[src/hw/rtl/bsc_pkg.sv]
// ============================================================================
// bsc_pkg: boiler supervisory controller package
// Types, codes, fixed thresholds and angle helpers shared by the block.
// ============================================================================
package bsc_pkg;

  typedef logic signed [15:0] temp_t;

  // Item opcodes
  typedef enum logic [1:0] {
    OP_TICK     = 2'd0,
    OP_SERVO    = 2'd1,
    OP_IGNITION = 2'd2,
    OP_FAN      = 2'd3
  } op_e;

  // Configuration register indexes
  typedef enum logic [2:0] {
    CFG_CPUMP_ON    = 3'd0,
    CFG_CPUMP_OFF   = 3'd1,
    CFG_FEED_ON     = 3'd2,
    CFG_FEED_OFF    = 3'd3,
    CFG_OVERHEAT_ON = 3'd4,
    CFG_OVERHEAT_OFF= 3'd5,
    CFG_FAN_ON_BELOW= 3'd6,
    CFG_FAN_OFF_ABOVE=3'd7
  } cfg_idx_e;

  localparam int unsigned CfgIdxW   = 4;
  localparam int unsigned NumServos = 3;
  localparam logic [31:0] ServoPowerMs = 32'd5000;

  // Fixed activity thresholds (1/16 degree)
  localparam temp_t ActiveOutletOn  = 16'sd1520;
  localparam temp_t ActiveFlueOn    = 16'sd1744;
  localparam temp_t ActiveOutletOff = 16'sd1504;
  localparam temp_t ActiveFlueOff   = 16'sd1728;
  localparam temp_t AccumWarmOn     = 16'sd448;
  localparam temp_t AccumWarmOff    = 16'sd432;

  localparam logic [6:0] PctMax = 7'd100;

  // Relay bit positions
  localparam int unsigned RlyBpump  = 0;
  localparam int unsigned RlyCpump  = 1;
  localparam int unsigned RlyValve  = 2;
  localparam int unsigned RlyFan    = 3;
  localparam int unsigned RlyDamper = 4;
  localparam int unsigned RlyPower  = 5;

  localparam logic [5:0] RelayReset = 6'd53;

  typedef struct packed {
    temp_t cpump_on;
    temp_t cpump_off;
    temp_t feed_on;
    temp_t feed_off;
    temp_t overheat_on;
    temp_t overheat_off;
    temp_t fan_on_below;
    temp_t fan_off_above;
  } cfg_t;

  typedef struct packed {
    logic active;
    logic overheat;
    logic ignition;
    logic chot;
    logic feed;
    logic prev;
    logic awarm;
    logic fanok;
  } flags_t;

  typedef struct packed {
    logic [5:0]                    relay;
    logic [NumServos-1:0][6:0]     pos;
    logic [NumServos-1:0][6:0]     saved;
    logic [31:0]                   power_start;
    flags_t                        flags;
  } state_t;

  typedef struct packed {
    logic [1:0]  op;
    logic [31:0] now_ms;
    temp_t       outlet_temp;
    temp_t       accum_top_temp;
    temp_t       flue_temp;
    logic [1:0]  servo_select;
    logic [7:0]  command_value;
  } in_item_t;

  typedef struct packed {
    logic [5:0] relay_bits;
    logic [6:0] servo1_pct;
    logic [6:0] servo2_pct;
    logic [6:0] servo3_pct;
    logic [7:0] servo1_angle;
    logic [6:0] servo2_angle;
    logic [6:0] servo3_angle;
    logic       overheat;
    logic       ignition_on;
    logic       boiler_active;
    logic       accepted;
  } res_t;

  typedef struct packed {
    logic [CfgIdxW-1:0] index;
    logic [15:0]        data;
  } cfg_wr_t;

  // floor(x/10) for x < 2048 via reciprocal 6554/2^16
  function automatic logic [10:0] div10(input logic [10:0] x);
    logic [23:0] prod;
    prod = 24'(x) * 24'd6554;
    return {3'b000, prod[23:16]};
  endfunction

  // floor((100-p)*17/10)
  function automatic logic [7:0] angle17(input logic [6:0] pct);
    logic [10:0] d;
    logic [10:0] q;
    d = 11'(PctMax - pct) * 11'd17;
    q = div10(d);
    return q[7:0];
  endfunction

  // floor((100-p)*9/10)
  function automatic logic [6:0] angle9(input logic [6:0] pct);
    logic [10:0] d;
    logic [10:0] q;
    d = 11'(PctMax - pct) * 11'd9;
    q = div10(d);
    return q[6:0];
  endfunction

endpackage

[src/hw/rtl/bsc_intf.sv]
// ============================================================================
// bsc_intf: channel interfaces
// Valid/ready channels for items, results and configuration writes.
// ============================================================================
interface bsc_in_if;
  logic               valid;
  logic               ready;
  bsc_pkg::in_item_t  item;
  modport source (output valid, output item, input ready);
  modport sink   (input valid, input item, output ready);
endinterface

interface bsc_out_if;
  logic           valid;
  logic           ready;
  bsc_pkg::res_t  item;
  modport source (output valid, output item, input ready);
  modport sink   (input valid, input item, output ready);
endinterface

interface bsc_cfg_if;
  logic              valid;
  logic              ready;
  bsc_pkg::cfg_wr_t  item;
  modport source (output valid, output item, input ready);
  modport sink   (input valid, input item, output ready);
endinterface

[src/hw/rtl/boiler_supervisory_controller.sv]
// ============================================================================
// boiler_supervisory_controller: solid-fuel boiler supervisor
// Control ticks and commands in, relay/servo/status snapshot out.
// ============================================================================
// Each input transaction (a control tick, a servo write, an ignition request
// or a smoke fan request) produces exactly one result transaction holding the
// relay bits, the three servo positions and drive angles and the status flags
// as they stand after that item. Rate: one item per clock while out_o.ready
// stays high. An item is captured in an input register; once the result
// register is free or draining, bsc_step runs the whole state update in one
// combinational pass that lands in the state and result registers together.
// The result register decouples a stalled consumer, so a new item is still
// taken into an empty input register while a result waits. Configuration
// writes (eight signed 16-bit thresholds, index 0..7; higher indexes are
// ignored) are always ready and should only be issued while the block is idle.
// ============================================================================
module boiler_supervisory_controller #(
  parameter logic [31:0]    ServoPowerMs = bsc_pkg::ServoPowerMs,
  parameter bsc_pkg::temp_t AccumWarmOn  = bsc_pkg::AccumWarmOn,
  parameter bsc_pkg::temp_t AccumWarmOff = bsc_pkg::AccumWarmOff
) (
  input  logic      clk_i,
  input  logic      rst_ni,
  bsc_in_if.sink    in_i,
  bsc_cfg_if.sink   cfg_i,
  bsc_out_if.source out_o
);

  // Input register
  logic              s1_valid_q, s1_valid_d;
  bsc_pkg::in_item_t s1_item_q;

  // Result register
  logic              out_valid_q, out_valid_d;
  bsc_pkg::res_t     res_q;
  bsc_pkg::res_t     res_d;

  // Controller state and thresholds
  bsc_pkg::state_t   st_q, st_d;
  bsc_pkg::cfg_t     regs_q;

  logic in_fire;
  logic adv;      // input stage moves into the result register

  assign adv     = s1_valid_q && (!out_valid_q || out_o.ready);
  assign in_i.ready = !s1_valid_q || adv;
  assign in_fire = in_i.valid && in_i.ready;

  assign cfg_i.ready = 1'b1;

  bsc_step #(
    .ServoPowerMs (ServoPowerMs),
    .AccumWarmOn  (AccumWarmOn),
    .AccumWarmOff (AccumWarmOff)
  ) u_step (
    .st_i   (st_q),
    .regs_i (regs_q),
    .item_i (s1_item_q),
    .st_o   (st_d),
    .res_o  (res_d)
  );

  always_comb begin
    s1_valid_d = s1_valid_q;
    if (in_fire) begin
      s1_valid_d = 1'b1;
    end else if (adv) begin
      s1_valid_d = 1'b0;
    end
  end

  always_comb begin
    out_valid_d = out_valid_q;
    if (adv) begin
      out_valid_d = 1'b1;
    end else if (out_o.ready) begin
      out_valid_d = 1'b0;
    end
  end

  always_ff @(posedge clk_i or negedge rst_ni) begin
    if (!rst_ni) begin
      s1_valid_q  <= 1'b0;
      out_valid_q <= 1'b0;
    end else begin
      s1_valid_q  <= s1_valid_d;
      out_valid_q <= out_valid_d;
    end
  end

  // Payload registers
  always_ff @(posedge clk_i) begin
    if (in_fire) begin
      s1_item_q <= in_i.item;
    end
    if (adv) begin
      res_q <= res_d;
    end
  end

  // State updates only when an item completes its pass
  always_ff @(posedge clk_i or negedge rst_ni) begin
    if (!rst_ni) begin
      st_q.relay       <= bsc_pkg::RelayReset;
      st_q.pos         <= '0;
      st_q.saved       <= '0;
      st_q.power_start <= '0;
      st_q.flags       <= '0;
    end else if (adv) begin
      st_q <= st_d;
    end
  end

  // Threshold registers
  always_ff @(posedge clk_i or negedge rst_ni) begin
    if (!rst_ni) begin
      regs_q.cpump_on      <= 16'sd1040;
      regs_q.cpump_off     <= 16'sd960;
      regs_q.feed_on       <= 16'sd1360;
      regs_q.feed_off      <= 16'sd1344;
      regs_q.overheat_on   <= 16'sd1536;
      regs_q.overheat_off  <= 16'sd1520;
      regs_q.fan_on_below  <= 16'sd1824;
      regs_q.fan_off_above <= 16'sd2160;
    end else if (cfg_i.valid && !cfg_i.item.index[bsc_pkg::CfgIdxW-1]) begin
      unique case (bsc_pkg::cfg_idx_e'(cfg_i.item.index[2:0]))
        bsc_pkg::CFG_CPUMP_ON:      regs_q.cpump_on      <= cfg_i.item.data;
        bsc_pkg::CFG_CPUMP_OFF:     regs_q.cpump_off     <= cfg_i.item.data;
        bsc_pkg::CFG_FEED_ON:       regs_q.feed_on       <= cfg_i.item.data;
        bsc_pkg::CFG_FEED_OFF:      regs_q.feed_off      <= cfg_i.item.data;
        bsc_pkg::CFG_OVERHEAT_ON:   regs_q.overheat_on   <= cfg_i.item.data;
        bsc_pkg::CFG_OVERHEAT_OFF:  regs_q.overheat_off  <= cfg_i.item.data;
        bsc_pkg::CFG_FAN_ON_BELOW:  regs_q.fan_on_below  <= cfg_i.item.data;
        bsc_pkg::CFG_FAN_OFF_ABOVE: regs_q.fan_off_above <= cfg_i.item.data;
        default: ;
      endcase
    end
  end

  assign out_o.valid = out_valid_q;
  assign out_o.item  = res_q;

endmodule

[src/hw/rtl/bsc_step.sv]
// ============================================================================
// bsc_step: one-item state update
// Next state and result for one item, given the current state and registers.
// ============================================================================
module bsc_step #(
  parameter logic [31:0]    ServoPowerMs = bsc_pkg::ServoPowerMs,
  parameter bsc_pkg::temp_t AccumWarmOn  = bsc_pkg::AccumWarmOn,
  parameter bsc_pkg::temp_t AccumWarmOff = bsc_pkg::AccumWarmOff
) (
  input  bsc_pkg::state_t   st_i,
  input  bsc_pkg::cfg_t     regs_i,
  input  bsc_pkg::in_item_t item_i,
  output bsc_pkg::state_t   st_o,
  output bsc_pkg::res_t     res_o
);

  bsc_pkg::state_t nx;
  logic            acc_ok;
  logic            flag;
  logic [6:0]      clip_pct;
  logic [31:0]     power_lim;

  assign flag      = item_i.command_value[0];
  assign clip_pct  = (item_i.command_value > 8'(bsc_pkg::PctMax)) ?
                     bsc_pkg::PctMax : item_i.command_value[6:0];
  assign power_lim = st_i.power_start + ServoPowerMs;

  always_comb begin
    nx     = st_i;
    acc_ok = 1'b1;
    unique case (bsc_pkg::op_e'(item_i.op))
      bsc_pkg::OP_TICK: begin
        nx.flags.fanok = 1'b0;
        if (st_i.relay[bsc_pkg::RlyPower]) begin
          if (st_i.power_start > item_i.now_ms) begin
            nx.power_start = item_i.now_ms;
          end else if (item_i.now_ms > power_lim) begin
            nx.relay[bsc_pkg::RlyPower] = 1'b0;
          end
        end
        if (item_i.outlet_temp > bsc_pkg::ActiveOutletOn ||
            item_i.flue_temp > bsc_pkg::ActiveFlueOn) begin
          nx.flags.active = 1'b1;
        end
        if (item_i.outlet_temp < bsc_pkg::ActiveOutletOff &&
            item_i.flue_temp < bsc_pkg::ActiveFlueOff) begin
          nx.flags.active = 1'b0;
        end

        if (nx.flags.active || st_i.flags.ignition) begin
          nx.relay[bsc_pkg::RlyBpump] = 1'b1;
          if (item_i.outlet_temp > regs_i.cpump_on) nx.flags.chot = 1'b1;
          else if (item_i.outlet_temp < regs_i.cpump_off) nx.flags.chot = 1'b0;
          nx.relay[bsc_pkg::RlyCpump] = nx.flags.chot;
          if (item_i.outlet_temp > regs_i.feed_on) nx.flags.feed = 1'b1;
          else if (item_i.outlet_temp < regs_i.feed_off) nx.flags.feed = 1'b0;
          nx.relay[bsc_pkg::RlyValve] = nx.flags.feed;
          if (item_i.outlet_temp > regs_i.overheat_on) nx.flags.overheat = 1'b1;
          else if (item_i.outlet_temp < regs_i.overheat_off) nx.flags.overheat = 1'b0;

          if (nx.flags.overheat) begin
            nx.flags.ignition            = 1'b0;
            nx.relay[bsc_pkg::RlyDamper] = 1'b1;
            nx.relay[bsc_pkg::RlyFan]    = 1'b0;
            if (!st_i.flags.prev) begin
              // entering overheat: park servos, remember where they were
              nx.saved                    = st_i.pos;
              nx.pos                      = '0;
              nx.relay[bsc_pkg::RlyPower] = 1'b1;
              nx.power_start              = item_i.now_ms;
            end
          end else begin
            nx.flags.fanok = 1'b1;
            if (item_i.flue_temp < regs_i.fan_on_below) begin
              nx.relay[bsc_pkg::RlyFan] = 1'b1;
            end else if (item_i.flue_temp > regs_i.fan_off_above) begin
              nx.flags.ignition         = 1'b0;
              nx.relay[bsc_pkg::RlyFan] = 1'b0;
            end
            nx.relay[bsc_pkg::RlyDamper] = nx.relay[bsc_pkg::RlyFan];
            if (st_i.flags.prev) begin
              // leaving overheat: restore positions
              nx.pos                      = st_i.saved;
              nx.relay[bsc_pkg::RlyPower] = 1'b1;
              nx.power_start              = item_i.now_ms;
            end
          end
          nx.flags.prev = nx.flags.overheat;
        end else begin
          nx.relay[bsc_pkg::RlyBpump]  = 1'b0;
          nx.relay[bsc_pkg::RlyDamper] = 1'b1;
          nx.relay[bsc_pkg::RlyFan]    = 1'b0;
          if (item_i.accum_top_temp > AccumWarmOn) nx.flags.awarm = 1'b1;
          else if (item_i.accum_top_temp < AccumWarmOff) nx.flags.awarm = 1'b0;
          nx.relay[bsc_pkg::RlyValve] = nx.flags.awarm;
          nx.relay[bsc_pkg::RlyCpump] = nx.flags.awarm;
        end
      end

      bsc_pkg::OP_SERVO: begin
        if (st_i.flags.overheat || item_i.servo_select == 2'd3) begin
          acc_ok = 1'b0;
        end else begin
          unique case (item_i.servo_select)
            2'd0:    nx.pos[0] = clip_pct;
            2'd1:    nx.pos[1] = clip_pct;
            default: nx.pos[2] = clip_pct;
          endcase
          nx.relay[bsc_pkg::RlyPower] = 1'b1;
          nx.power_start              = item_i.now_ms;
        end
      end

      bsc_pkg::OP_IGNITION: begin
        if (item_i.flue_temp > regs_i.fan_off_above ||
            item_i.outlet_temp > regs_i.overheat_on) begin
          acc_ok = 1'b0;
        end else begin
          nx.flags.ignition = flag;
        end
      end

      bsc_pkg::OP_FAN: begin
        if (!st_i.flags.fanok) begin
          acc_ok = 1'b0;
        end else begin
          nx.relay[bsc_pkg::RlyFan] = flag;
        end
      end

      default: acc_ok = 1'b0;
    endcase
  end

  assign st_o = nx;

  always_comb begin
    res_o.relay_bits    = nx.relay;
    res_o.servo1_pct    = nx.pos[0];
    res_o.servo2_pct    = nx.pos[1];
    res_o.servo3_pct    = nx.pos[2];
    res_o.servo1_angle  = bsc_pkg::angle17(nx.pos[0]);
    res_o.servo2_angle  = bsc_pkg::PctMax - nx.pos[1];
    res_o.servo3_angle  = bsc_pkg::angle9(nx.pos[2]);
    res_o.overheat      = nx.flags.overheat;
    res_o.ignition_on   = nx.flags.ignition;
    res_o.boiler_active = nx.flags.active;
    res_o.accepted      = acc_ok;
  end

endmodule
[src/flat_wrapper.sv]
// flat-port wrapper written by rule: the top's interface ports become plain ports
module boiler_supervisory_controller_flat 
#(
  parameter logic [31:0]    ServoPowerMs = bsc_pkg::ServoPowerMs,
  parameter bsc_pkg::temp_t AccumWarmOn  = bsc_pkg::AccumWarmOn,
  parameter bsc_pkg::temp_t AccumWarmOff = bsc_pkg::AccumWarmOff
)
  (clk_i, rst_ni, in_i_valid, in_i_item, in_i_ready, cfg_i_valid, cfg_i_item, cfg_i_ready, out_o_valid, out_o_item, out_o_ready);
  bsc_in_if in_i_i ();
  bsc_cfg_if cfg_i_i ();
  bsc_out_if out_o_i ();
  input  logic clk_i;
  input  logic rst_ni;
  input wire logic [$bits(in_i_i.valid)-1:0] in_i_valid;
  input wire logic [$bits(in_i_i.item)-1:0] in_i_item;
  output wire logic [$bits(in_i_i.ready)-1:0] in_i_ready;
  input wire logic [$bits(cfg_i_i.valid)-1:0] cfg_i_valid;
  input wire logic [$bits(cfg_i_i.item)-1:0] cfg_i_item;
  output wire logic [$bits(cfg_i_i.ready)-1:0] cfg_i_ready;
  output wire logic [$bits(out_o_i.valid)-1:0] out_o_valid;
  output wire logic [$bits(out_o_i.item)-1:0] out_o_item;
  input wire logic [$bits(out_o_i.ready)-1:0] out_o_ready;
  assign in_i_i.valid = in_i_valid;
  assign in_i_i.item = in_i_item;
  assign in_i_ready = in_i_i.ready;
  assign cfg_i_i.valid = cfg_i_valid;
  assign cfg_i_i.item = cfg_i_item;
  assign cfg_i_ready = cfg_i_i.ready;
  assign out_o_valid = out_o_i.valid;
  assign out_o_item = out_o_i.item;
  assign out_o_i.ready = out_o_ready;
  boiler_supervisory_controller #(.ServoPowerMs(ServoPowerMs), .AccumWarmOn(AccumWarmOn), .AccumWarmOff(AccumWarmOff)) u_core (.clk_i(clk_i), .rst_ni(rst_ni), .in_i(in_i_i), .cfg_i(cfg_i_i), .out_o(out_o_i));
endmodule
[config.mk]
export PLATFORM = sky130hd
export DESIGN_NAME = boiler_supervisory_controller_flat
export DESIGN_NICKNAME = d
export VERILOG_FILES = /design/src/hw/rtl/bsc_pkg.sv /design/src/hw/rtl/bsc_intf.sv /design/src/hw/rtl/boiler_supervisory_controller.sv /design/src/hw/rtl/bsc_step.sv /design/src/flat_wrapper.sv
export SDC_FILE = /design/constraint.sdc
export NUM_CORES = 1
export LEC_CHECK = 0
export ABC_AREA = 1
export BUFFER_PORTS_ARGS = -buffer_cell sky130_fd_sc_hd__buf_2
export CAP_MARGIN = 10
export CORE_MARGIN = 5
export CORE_UTILIZATION = 65
export CTS_BUF_LIST = sky130_fd_sc_hd__clkbuf_4 sky130_fd_sc_hd__clkbuf_8 sky130_fd_sc_hd__clkbuf_16
export DETAILED_ROUTE_END_ITERATION = 10
export PLACE_DENSITY_LB_ADDON = 0.2
export RECOVER_POWER = 25
export SLEW_MARGIN = 10
export SYNTH_ARGS = -nofsm -noshare
export SYNTH_HDL_FRONTEND = slang
export SYNTH_HIERARCHICAL = 1
export SYNTH_SLANG_ARGS = --single-unit
[constraint.sdc]
create_clock -name clk_i -period 25.7 [get_ports clk_i]
set_input_delay 1.285 -clock clk_i [delete_from_list [all_inputs] [get_ports clk_i]]
set_output_delay 1.285 -clock clk_i [all_outputs]
set_load 0.01 [all_outputs]
Yosys cells after proc, flatten, opt, wreduce, memory -nomap -nowiden
Cells that the tools add are included.
- flip-flop bits (word level): 363
- input bits: 117
- muxes and demuxes: 63
- $lt $le $gt $ge: 17
- reductions and logical operators: 33
- bitwise logic cells: 2
- multipliers: 4
- add/sub/neg operators: 4
- equal/unequal tests: 13
- operator list (kind ; number):
    $mux 32 ; 5
    $mux 74 ; 2
    $mux 21 ; 4
    $gt 16x16->1 ; 4
    $gt 32x32->1 ; 2
    $lt 16x16->1 ; 4
    $pmux 32 s2 ; 1
    $pmux 21 s2 ; 1
    $mux 1 ; 37
    $add 32x13->32 const B ; 1
    $gt 16x12->1 const B ; 2
    $lt 16x12->1 const B ; 2
    $mux 7 ; 4
    $mul 11x12->23 const B ; 1
    $mul 11x12->22 const B ; 1
    $reduce_and 2->1 ; 9
    $gt 16x10->1 const B ; 1
    $lt 16x10->1 const B ; 1
    $sub 7x7->8 const A ; 2
    $eq 3x3->1 const B ; 4
    $mul 8x5->11 const B ; 1
    $mul 8x6->11 const B ; 1
    $mux 5 ; 2
    $reduce_and 3->1 ; 3
    other kinds (20) ; 41

Depth between registers and ports, before layout
Gate-level depths: netlist of run 1.
- depth in word-level cells: 14
- mapped depth: 60
- depth with buffers taken out: 60

Hierarchy
Netlist of run 1, hierarchy kept.
- by module, submodules not included (module ; area an instance (µm²) ; cells each ; sequential area each (µm²) ; times used):
    bsc_step ; 13999.7 ; 2169 ; 0.0 ; 1
    boiler_supervisory_controller ; 12947.4 ; 1110 ; 9850.7 ; 1

Worst setup path before layout of run 1
Ideal clock, no wire load.
- path kind: register to register
- from: reg u_core/regs_q[37] in the netlist's numbering
- to: reg u_core.res_q, in the netlist u_core/out_o.item[10] (data pin)
- setup slack: 17.148 ns
- required time: 25.440 ns
- arrival: 8.292 ns
- stages on the path, launching flop included: 48
- path buffers: 1
- library setup time: 0.260 ns
- cell sequence: dfstp_2 > inv_1 > ha_1 > a21oi_1 > nor2_1 > nor3_1 > nand2_1 > nand2_1 > nand3_1 > nand3_4 > nand2_4 > nand2_4 > nand2_4 > buf_8 > nand3_2 > o21ai_2 > a211oi_4 > ha_1 > [... 12 more ...] > xor2_1 > inv_1 > ha_1 > inv_1 > fa_1 > inv_1 > fa_1 > fa_1 > fa_1 > inv_1 > ha_1 > a21oi_1 > nor2_1 > a2111oi_0 > nor2_1 > nor2_1 > o2111ai_1 > xnor2_1
- RTL lines (item ; RTL line ; RTL):
    start, declared ; boiler_supervisory_controller.sv:40 ; bsc_pkg::cfg_t regs_q;
    end signal, assigned ; boiler_supervisory_controller.sv:97 ; res_q <= res_d;
    end, declared ; boiler_supervisory_controller.sv:35 ; bsc_pkg::res_t res_q;

==> run_results.csv, run 1 <==
group,metric,value,unit
drt,finalWirelength,67.5,mm
final_layout,drive_gt1_share,10.5,%
sta,grt_setup_unrepaired,"false",
clocking,cts-buffers-inserted,40,
synth,synth_ff_type,"dfrtp_1",
floorplan,dieArea,45600,µm²
floorplan,die_w,214,µm
clocking,clk_pin_slew,60,ps
synth,syn-num-nets,3804,
synth,postSynthCellCount,3279,
run_status,status,"complete, but fails checks",
critical_path,cp_data_required_time,26020,ps
clocking,cts-htree-levels,2,
global_route,grt_max_degree,98,
final_layout,multi_input_area,14600,µm²
synth,synth.area.top_cells,"dfrtp_1 (17%), edfxtp_1 (16%), ha_1 (16%), nand2_1 (14%), inv_1 (6.5%)",
critical_path,critPathCaptureType,"flip-flop",
critical_path,cp_max_fo,37,
synth,ys_seq_area_share,36.6,%
synth,syn_area_per_cell,8.22,µm²
clocking,cts_buffer_depth,3,
run,cap_violations,2,
critical_path,path_class,"reg -> reg",
critical_path,arrival,10130,ps
final_layout,fillers,3184,
synth,synth_cell_type_count,66,
synth,synth.most_common_cell,"nand2_1",
drt,routed-via-count,22200,
clocking,clock-sinks,363,
critical_path,cpMaxStageDelayCell,"ha_2",
clocking,cts_tree,"built",
sta,finalSetupTns,0,ps
floorplan,pin_count,173,
final_layout,seq_area,9850,µm²
sta,slew_viol_final,130,
drt,drc,0,
clocking,ctsHoldBuffers,0,
synth,synth_edf_count,145,
critical_path,slowest_delay,600,ps
drt,dr.pass1.iters,6,
drt,wire_per_inst,17.1,µm
floorplan,fp.dieH,214,µm
placed_design,gp_congestion,0.906,
final_layout,syn_to_final_growth,8.58,%
clocking,cts-root-buf,"clkbuf_16",
sta,fin_crit,9810,ps
global_route,grt_pass1_wl,110,mm
sta,fmaxAchievable,0.102,GHz
floorplan,rows,74,
sta,hold_viol,0,
worst_hold_path,min_path_type,"reg -> reg",
placed_design,port_buffers,171,
synth,netlist_top_cells_count,"nand2_1 (995), inv_1 (464), ha_1 (348), o21ai_0 (195), dfrtp_1 (185)",
critical_path,cp_top_family,"adder cells",
drt,drtAntennaViolNets,0,
sta,skew,47.3,ps
global_route,antenna_found_initial,1,
floorplan,core_area,40900,µm²
final_layout,n_antenna_cell,0,
global_route,grtUsageTotal,29.7,%
critical_path,critPathLaunchType,"flip-flop",
synth,yosysWarningCount,6,
synth,async_flop_share,60.1,%
clocking,ctsResizeCount,0,
sta,setup_viol,0,
final_layout,finish.utilization,71.5,%
critical_path,crit_path_frequent_cell,"inv_1",
synth,synth_top_area_cell,"dfrtp_1",
placed_design,dpl.hpwl,49.2,mm
synth,synth_area,26900,µm²
drt,vias_per_cell,5.64,
clocking,clkLatencyLatePin,610,ps
synth,yosysTopAreaCellShare,17.2,%
clocking,postCtsSetupBuffers,0,
sta,post-route-period-util,38.2,%
drt,initialDrtViolationCount,1694,
global_route,grt_pass1_vias,22300,
sta,tightest_slew,5290,ps
floorplan,start_util,65.8,%
global_route,grt_overflow,0,
critical_path,crit_buf_inv,9,
run_status,violations,"max-capacitance violations, max-slew violations",
final_layout,layout.nets,3901,
synth,ys_ff_latch,363,
sta,relSlewSlack,-253,%
[through the flow]
| step | worst slack (ps) | area, µm² | instances | hold WS (ps) |
|---|---|---|---|---|
| floorplan | 17150 | 26900 | 3279 | 436 |
| global placement | 16130 | 27900 | 3866 | 452 |
| detailed placement | 15920 | 27900 | 3866 | 454 |
| CTS | 15890 | 29300 | 3940 | 464 |
| global route | 15160 | 29300 | 3940 | 483 |
| finish | 15890 | 29300 | 3940 | 464 |
[area by class of cell]
class                   instances  area share (%)
well taps                     532            2.28
repair buffers                180            3.12
inverters                     476            6.12
flip-flops and latches        363            33.7
multi-input cells            2315            50.1
clock buffers                  48            3.65
clock inverters                26            1.11
[path summary, 6_finish.rpt]
check	from	endpoint	slack, ps	cells past startpoint
max in group asynchronous	rst_ni	u_core/regs_q[59]	19370	3
setup reg to reg	u_core/s1_item_q[90]	u_core/out_o.item[10]	15890	39
hold reg to reg	u_core/regs_q[72]	u_core/regs_q[72]	460	2
setup / recovery	u_core/s1_item_q[90]	u_core/out_o.item[10]	15890	39
min in group asynchronous	rst_ni	u_core/regs_q[110]	2610	1
hold / removal	u_core/regs_q[72]	u_core/regs_q[72]	460	2
[layout by cell type (no fill, tap or decap), types with 8 or more instances in the layout]
| cell | Yosys | layout |
|---|---|---|
| inv_2 | 9 | 8 |
| edfxtp_1 | 145 | 145 |
| nand2_2 | 21 | 22 |
| nand3_1 | 129 | 129 |
| nor2_1 | 137 | 136 |
| o21a_1 | 13 | 13 |
| nand2_1 | 995 | 994 |
| xor2_1 | 45 | 45 |
| o2111ai_1 | 10 | 10 |
| ha_1 | 348 | 347 |
| nor3_1 | 17 | 17 |
| inv_1 | 464 | 463 |
| o211ai_1 | 16 | 16 |
| a31oi_1 | 8 | 8 |
| nand3_2 | 9 | 9 |
| clkbuf_16 | 0 | 40 |
| o21bai_1 | 10 | 10 |
| fa_1 | 60 | 60 |
| o21ai_1 | 12 | 12 |
| clkbuf_1 | 47 | 9 |
| o21ai_0 | 195 | 195 |
| dfstp_2 | 33 | 33 |
| dfrtp_1 | 185 | 185 |
| nor2_4 | 10 | 10 |
| a211oi_1 | 8 | 8 |
| xnor2_1 | 24 | 24 |
| nand4_1 | 20 | 20 |
| a21oi_1 | 137 | 137 |
| buf_4 | 38 | 9 |
| o22ai_1 | 9 | 9 |
| buf_2 | 36 | 162 |
[state kept, by name, summed over array words and instances (netlist names)]
name,cells
u_core/regs_q,128
u_core/s1_item_q,92
u_core/out_o.valid,1
u_core/s1_valid_q,1
u_core/st_q,88
u_core/out_o.item,53
[metal layers]
metal	global-route usage [%]	up-vias	part of all wire, %
met3	3.83	136	6.9
li1	-	10800	-
met1	40.5	10500	43
met2	49.4	825	47
met5	0	-	0.019
met4	10.3	2	2.9
[logic make-up after synthesis]
kind of cell               share of synthesized area (%)
buffers and inverters                               9.12
other                                             0.0139
DFF                                                 36.6
xor gates and xnor gates                            2.24
adders and majority gates                           20.6
muxes                                              0.149
and+or+nand+nor                                     21.9
AOI/OAI and AO/OA                                   9.45
[worst reg2reg max path: cells and delay by family, from the launching register on]
| kind | cells | cell delay (ps) |
|---|---|---|
| xor+xnor | 3 | 710 |
| compound gates | 8 | 1560 |
| simple gates | 10 | 1370 |
| flops | 1 | 410 |
| fa+ha+maj | 9 | 3950 |
| buf+inv | 9 | 1540 |
Power of run 1 is left out: the tool's default activity adds up to more than one toggle a clock period on the data nets, which glitch-free logic cannot reach.
==> run 2, diff against run 1 <==
- CORE_UTILIZATION: 65 -> 57
- clock period: 25.7 -> 8.9 ns (I/O delays scaled with it)
==> run_results.csv, run 2 (synthesized netlist as in run 1, its figures left out) <==
group,metric,value,unit
final_layout,final_cell_mix,"nand2_1 (986), inv_1 (459), ha_1 (332)",
global_route,grtUsageTotal,27.0,%
drt,drc,0,
clocking,cts-htree-levels,2,
drt,wire_per_inst,17.3,µm
final_layout,final_common_cell,"nand2_1",
placed_design,dpl.hpwl,50.8,mm
final_layout,finalNonFillerCells,4076,
clocking,cts_tree,"built",
sta,layout_setup_ws,310,ps
clocking,cts_buffer_depth,3,
final_layout,syn_to_final_growth,12.2,%
final_layout,finish.utilization,64.8,%
worst_hold_path,min_path_type,"in -> reg",
final_layout,reg.largest.list,"u_core/regs_q (128), u_core/s1_item_q (92), u_core/st_q (88)",
final_layout,largest_register,"u_core/regs_q",
sta,skew,20.5,ps
sta,setup_viol,0,
final_layout,multi_input_area,15000,µm²
final_layout,largest_reg_flops,128,
sta,fin_crit,8590,ps
critical_path,crit_start,"u_core/regs_q[37]",
global_route,grt_max_degree,114,
drt,finalWirelength,70.5,mm
clocking,cts-buffers-inserted,41,
critical_path,crit_path_frequent_cell,"inv_1",
sta,fmaxAchievable,0.116,GHz
critical_path,slowest_delay,570,ps
critical_path,cpMaxStageDelayCell,"fa_1",
worst_hold_path,worstHoldStart,"in_i_item[43]",
global_route,grt_overflow,0,
critical_path,cp_data_required_time,9210,ps
global_route,grt_pass1_vias,22700,
run_status,violations,"max-capacitance violations, max-slew violations",
sta,finalSetupTns,0,ps
floorplan,fp.dieH,227,µm
placed_design,dp_cells,3987,
drt,vias_per_cell,5.51,
placed_design,dp_slack,-14.1,ps
final_layout,fillers,3911,
run,cap_violations,2,
drt,initialDrtViolationCount,1612,
critical_path,critPathCaptureType,"flip-flop",
clocking,clk_pin_slew,60,ps
global_route,grt_pass1_wl,113,mm
final_layout,layout.nets,3961,
critical_path,rr_startpoint,"u_core/regs_q[37]",
sta,hold_viol,0,
floorplan,rows,79,
critical_path,arrival,8900,ps
floorplan,die_w,227,µm
final_layout,seq_area,9850,µm²
global_route,antenna_found_initial,1,
final_layout,n_antenna_cell,0,
sta,post-route-period-util,96.5,%
sta,grt_setup_unrepaired,"true",
sta,tightest_slew,6580,ps
sta,relSlewSlack,-339,%
placed_design,port_buffers,171,
critical_path,cp_max_fo,7,
clocking,cts-root-buf,"clkbuf_16",
clocking,clock-sinks,363,
drt,routed-via-count,22500,
sta,slew_viol_final,114,
clocking,clkLatencyLatePin,580,ps
critical_path,path_class,"reg -> reg",
drt,drtAntennaViolNets,0,
final_layout,drive_gt1_share,13.3,%
floorplan,dieArea,51700,µm²
floorplan,start_util,57.8,%
floorplan,pin_count,173,
run_status,status,"complete, but fails checks",
drt,dr.pass1.iters,5,
floorplan,core_area,46700,µm²
critical_path,critPathLaunchType,"flip-flop",
placed_design,gp_congestion,0.917,
run 2: area by class of cell:
cell class | instances | share of cell area, %
clock buffer | 46 | 3.71
clock inverter | 30 | 1.28
inverter | 476 | 5.93
multi-input combinational | 2315 | 49.5
sequential | 363 | 32.6
tap | 607 | 2.51
timing repair buffer | 239 | 4.47
run 2: worst paths after layout:
path                                               to  slack [ps]  depth (start not counted)
worst min-delay path             u_core/s1_item_q[43]          40                          1
max in group asynchronous             u_core/st_q[35]        2010                          4
worst max-delay path            u_core/out_o.item[10]         310                         46
worst max register to register  u_core/out_o.item[10]         310                         46
min in group asynchronous           u_core/regs_q[65]        2890                          2
worst min register to register      u_core/regs_q[84]         460                          2
run 2: timing repair:
item	4_1_cts	5_1_grt
pin swaps	3	44
endpoints found under the setup margin	4	11
gates resized for setup	9	62
setup buffers	1	11
hold endpoints to repair	41	0
hold buffers	1	0
run 2: per-stage QoR:
| stage | hold slack (ps) | area (µm²) |
|---|---|---|
| after floorplan | 149 | 26900 |
| after global placement | 450 | 28300 |
| after detailed placement | 454 | 28300 |
| after CTS | 4.68 | 29900 |
| after global routing | 11.4 | 30200 |
| final | 37.3 | 30200 |
run 2: critical path, delay by kind of cell, from the launching register on:
family | cells | cell delay (ps)
xor+xnor | 3 | 610
fa+ha+maj | 10 | 3550
flops | 1 | 550
simple gates | 15 | 1460
compound gates | 8 | 1340
buf+inv | 10 | 780
run 2: routing by layer:
layer | share of wire [%] | GRT usage (%) | up-vias
met5 | 0.018 | 0 | -
met4 | 3.0 | 9.03 | 2
met3 | 6.4 | 3.95 | 147
met2 | 47 | 45.7 | 741
met1 | 43 | 35.8 | 10700
li1 | - | - | 10900
Power of run 2 is left out for the same reason.
==> run 3, diff against run 2 <==
- RECOVER_POWER: 25 -> 50
- SKIP_CTS_REPAIR_TIMING: default -> 1
==> run_results.csv, run 3 (synthesized netlist as in run 1, its figures left out) <==
group,metric,value,unit
run_status,status,"complete, but fails checks",
run_status,violations,"max-capacitance violations, max-slew violations",
final_layout,final_cell_mix,"nand2_1 (987), inv_1 (455), ha_1 (330)",
drt,drc,0,
sta,relSlewSlack,-333,%
sta,slew_viol_final,173,
floorplan,pin_count,173,
critical_path,reg2reg_setup_slack,250,ps
worst_hold_path,worstHoldStart,"in_i_item[42]",
critical_path,crit_path_frequent_cell,"inv_2",
clocking,cts_buffer_depth,3,
clocking,cts_tree,"built",
placed_design,port_buffers,171,
final_layout,layout.nets,3960,
floorplan,start_util,57.8,%
drt,finalWirelength,70.6,mm
sta,tightest_slew,6490,ps
final_layout,drive_gt1_share,11.8,%
clocking,cts-htree-levels,2,
critical_path,crit_buf_inv,10,
global_route,antenna_found_initial,1,
critical_path,reg2reg_to,"u_core/out_o.item[10]",
final_layout,syn_to_final_growth,11.8,%
critical_path,slowest_delay,570,ps
drt,wire_per_inst,17.3,µm
drt,vias_per_cell,5.52,
placed_design,dp_cells,3987,
critical_path,critPathCaptureType,"flip-flop",
clocking,clkLatencyLatePin,590,ps
final_layout,finalNonFillerCells,4075,
final_layout,largest_reg_flops,128,
drt,drtAntennaViolNets,0,
drt,initialDrtViolationCount,1562,
final_layout,n_antenna_cell,0,
worst_hold_path,hold_path_depth,1,
floorplan,core_area,46700,µm²
sta,post-route-period-util,97.2,%
critical_path,cp_top_family,"adder cells",
sta,hold_viol,0,
clocking,cts-buffers-inserted,41,
final_layout,reg.largest.list,"u_core/regs_q (128), u_core/s1_item_q (92), u_core/st_q (88)",
floorplan,fp.dieH,227,µm
drt,routed-via-count,22500,
sta,layout_setup_ws,251,ps
global_route,grt_overflow,0,
sta,setup_viol,0,
critical_path,rr_worst_depth,46,
placed_design,dp_slack,-14.1,ps
critical_path,arrival,8960,ps
global_route,grtUsageTotal,26.9,%
critical_path,rr_startpoint,"u_core/regs_q[37]",
critical_path,cp_max_fo,7,
floorplan,rows,79,
global_route,grt_pass1_vias,22600,
global_route,grt_pass1_wl,113,mm
floorplan,dieArea,51700,µm²
critical_path,cpMaxStageDelayCell,"fa_1",
final_layout,final_common_cell,"nand2_1",
placed_design,dpl.hpwl,50.8,mm
critical_path,critPathLaunchType,"flip-flop",
drt,dr.pass1.iters,5,
floorplan,die_w,227,µm
clocking,clock-sinks,363,
placed_design,gp_congestion,0.917,
clocking,cts-root-buf,"clkbuf_16",
final_layout,largest_register,"u_core/regs_q",
critical_path,path_class,"reg -> reg",
clocking,clk_pin_slew,60,ps
run,cap_violations,3,
global_route,grt_max_degree,114,
sta,skew,25.5,ps
worst_hold_path,min_path_type,"in -> reg",
sta,fin_crit,8650,ps
worst_hold_path,hold_end,"u_core/s1_item_q[42]",
sta,fmaxAchievable,0.116,GHz
critical_path,cp_data_required_time,9210,ps
run 3: cell type report:
type	instances	area, µm²
fill	3953	16500
multi-input combinational	2315	14900
sequential	363	9850
inverter	476	1790
timing repair buffer	238	1280
clock buffer	46	1120
tap	607	759
clock inverter	30	388
run 3: worst max-delay path by stage:
stage / depth (start not counted) / endpoint / from
after global routing: 45 / u_core/out_o.item[10] / u_core/regs_q[37]
final: 46 / u_core/out_o.item[10] / u_core/regs_q[37]
after floorplan: 47 / u_core/out_o.item[10] / u_core/regs_q[37]
after global placement: 55 / u_core/out_o.item[25] / u_core/regs_q[37]
after CTS: 47 / u_core/out_o.item[10] / u_core/regs_q[37]
after detailed placement: 55 / u_core/out_o.item[25] / u_core/regs_q[37]
run 3: per-layer routing:
metal	global-route usage [%]	vias up	wire length, µm
met2	45.5	726	33500
met1	35.8	10700	30500
met3	3.87	146	4510
met4	9.05	2	2100
li1	-	10900	-
met5	0	-	13
run 3: per-stage QoR:
step | TNS (ps) | util (%) | hold slack (ps) | area (µm²)
after floorplan | 0 | - | 149 | 26900
after global placement | 0 | 60.7 | 450 | 28300
after detailed placement | -14.1 | 60.7 | 454 | 28300
after CTS | -359 | 64.0 | -21.7 | 29800
after global routing | -404 | 64.5 | 11.2 | 30100
final | 0 | 64.5 | 36.4 | 30100
Power of run 3 is left out for the same reason.
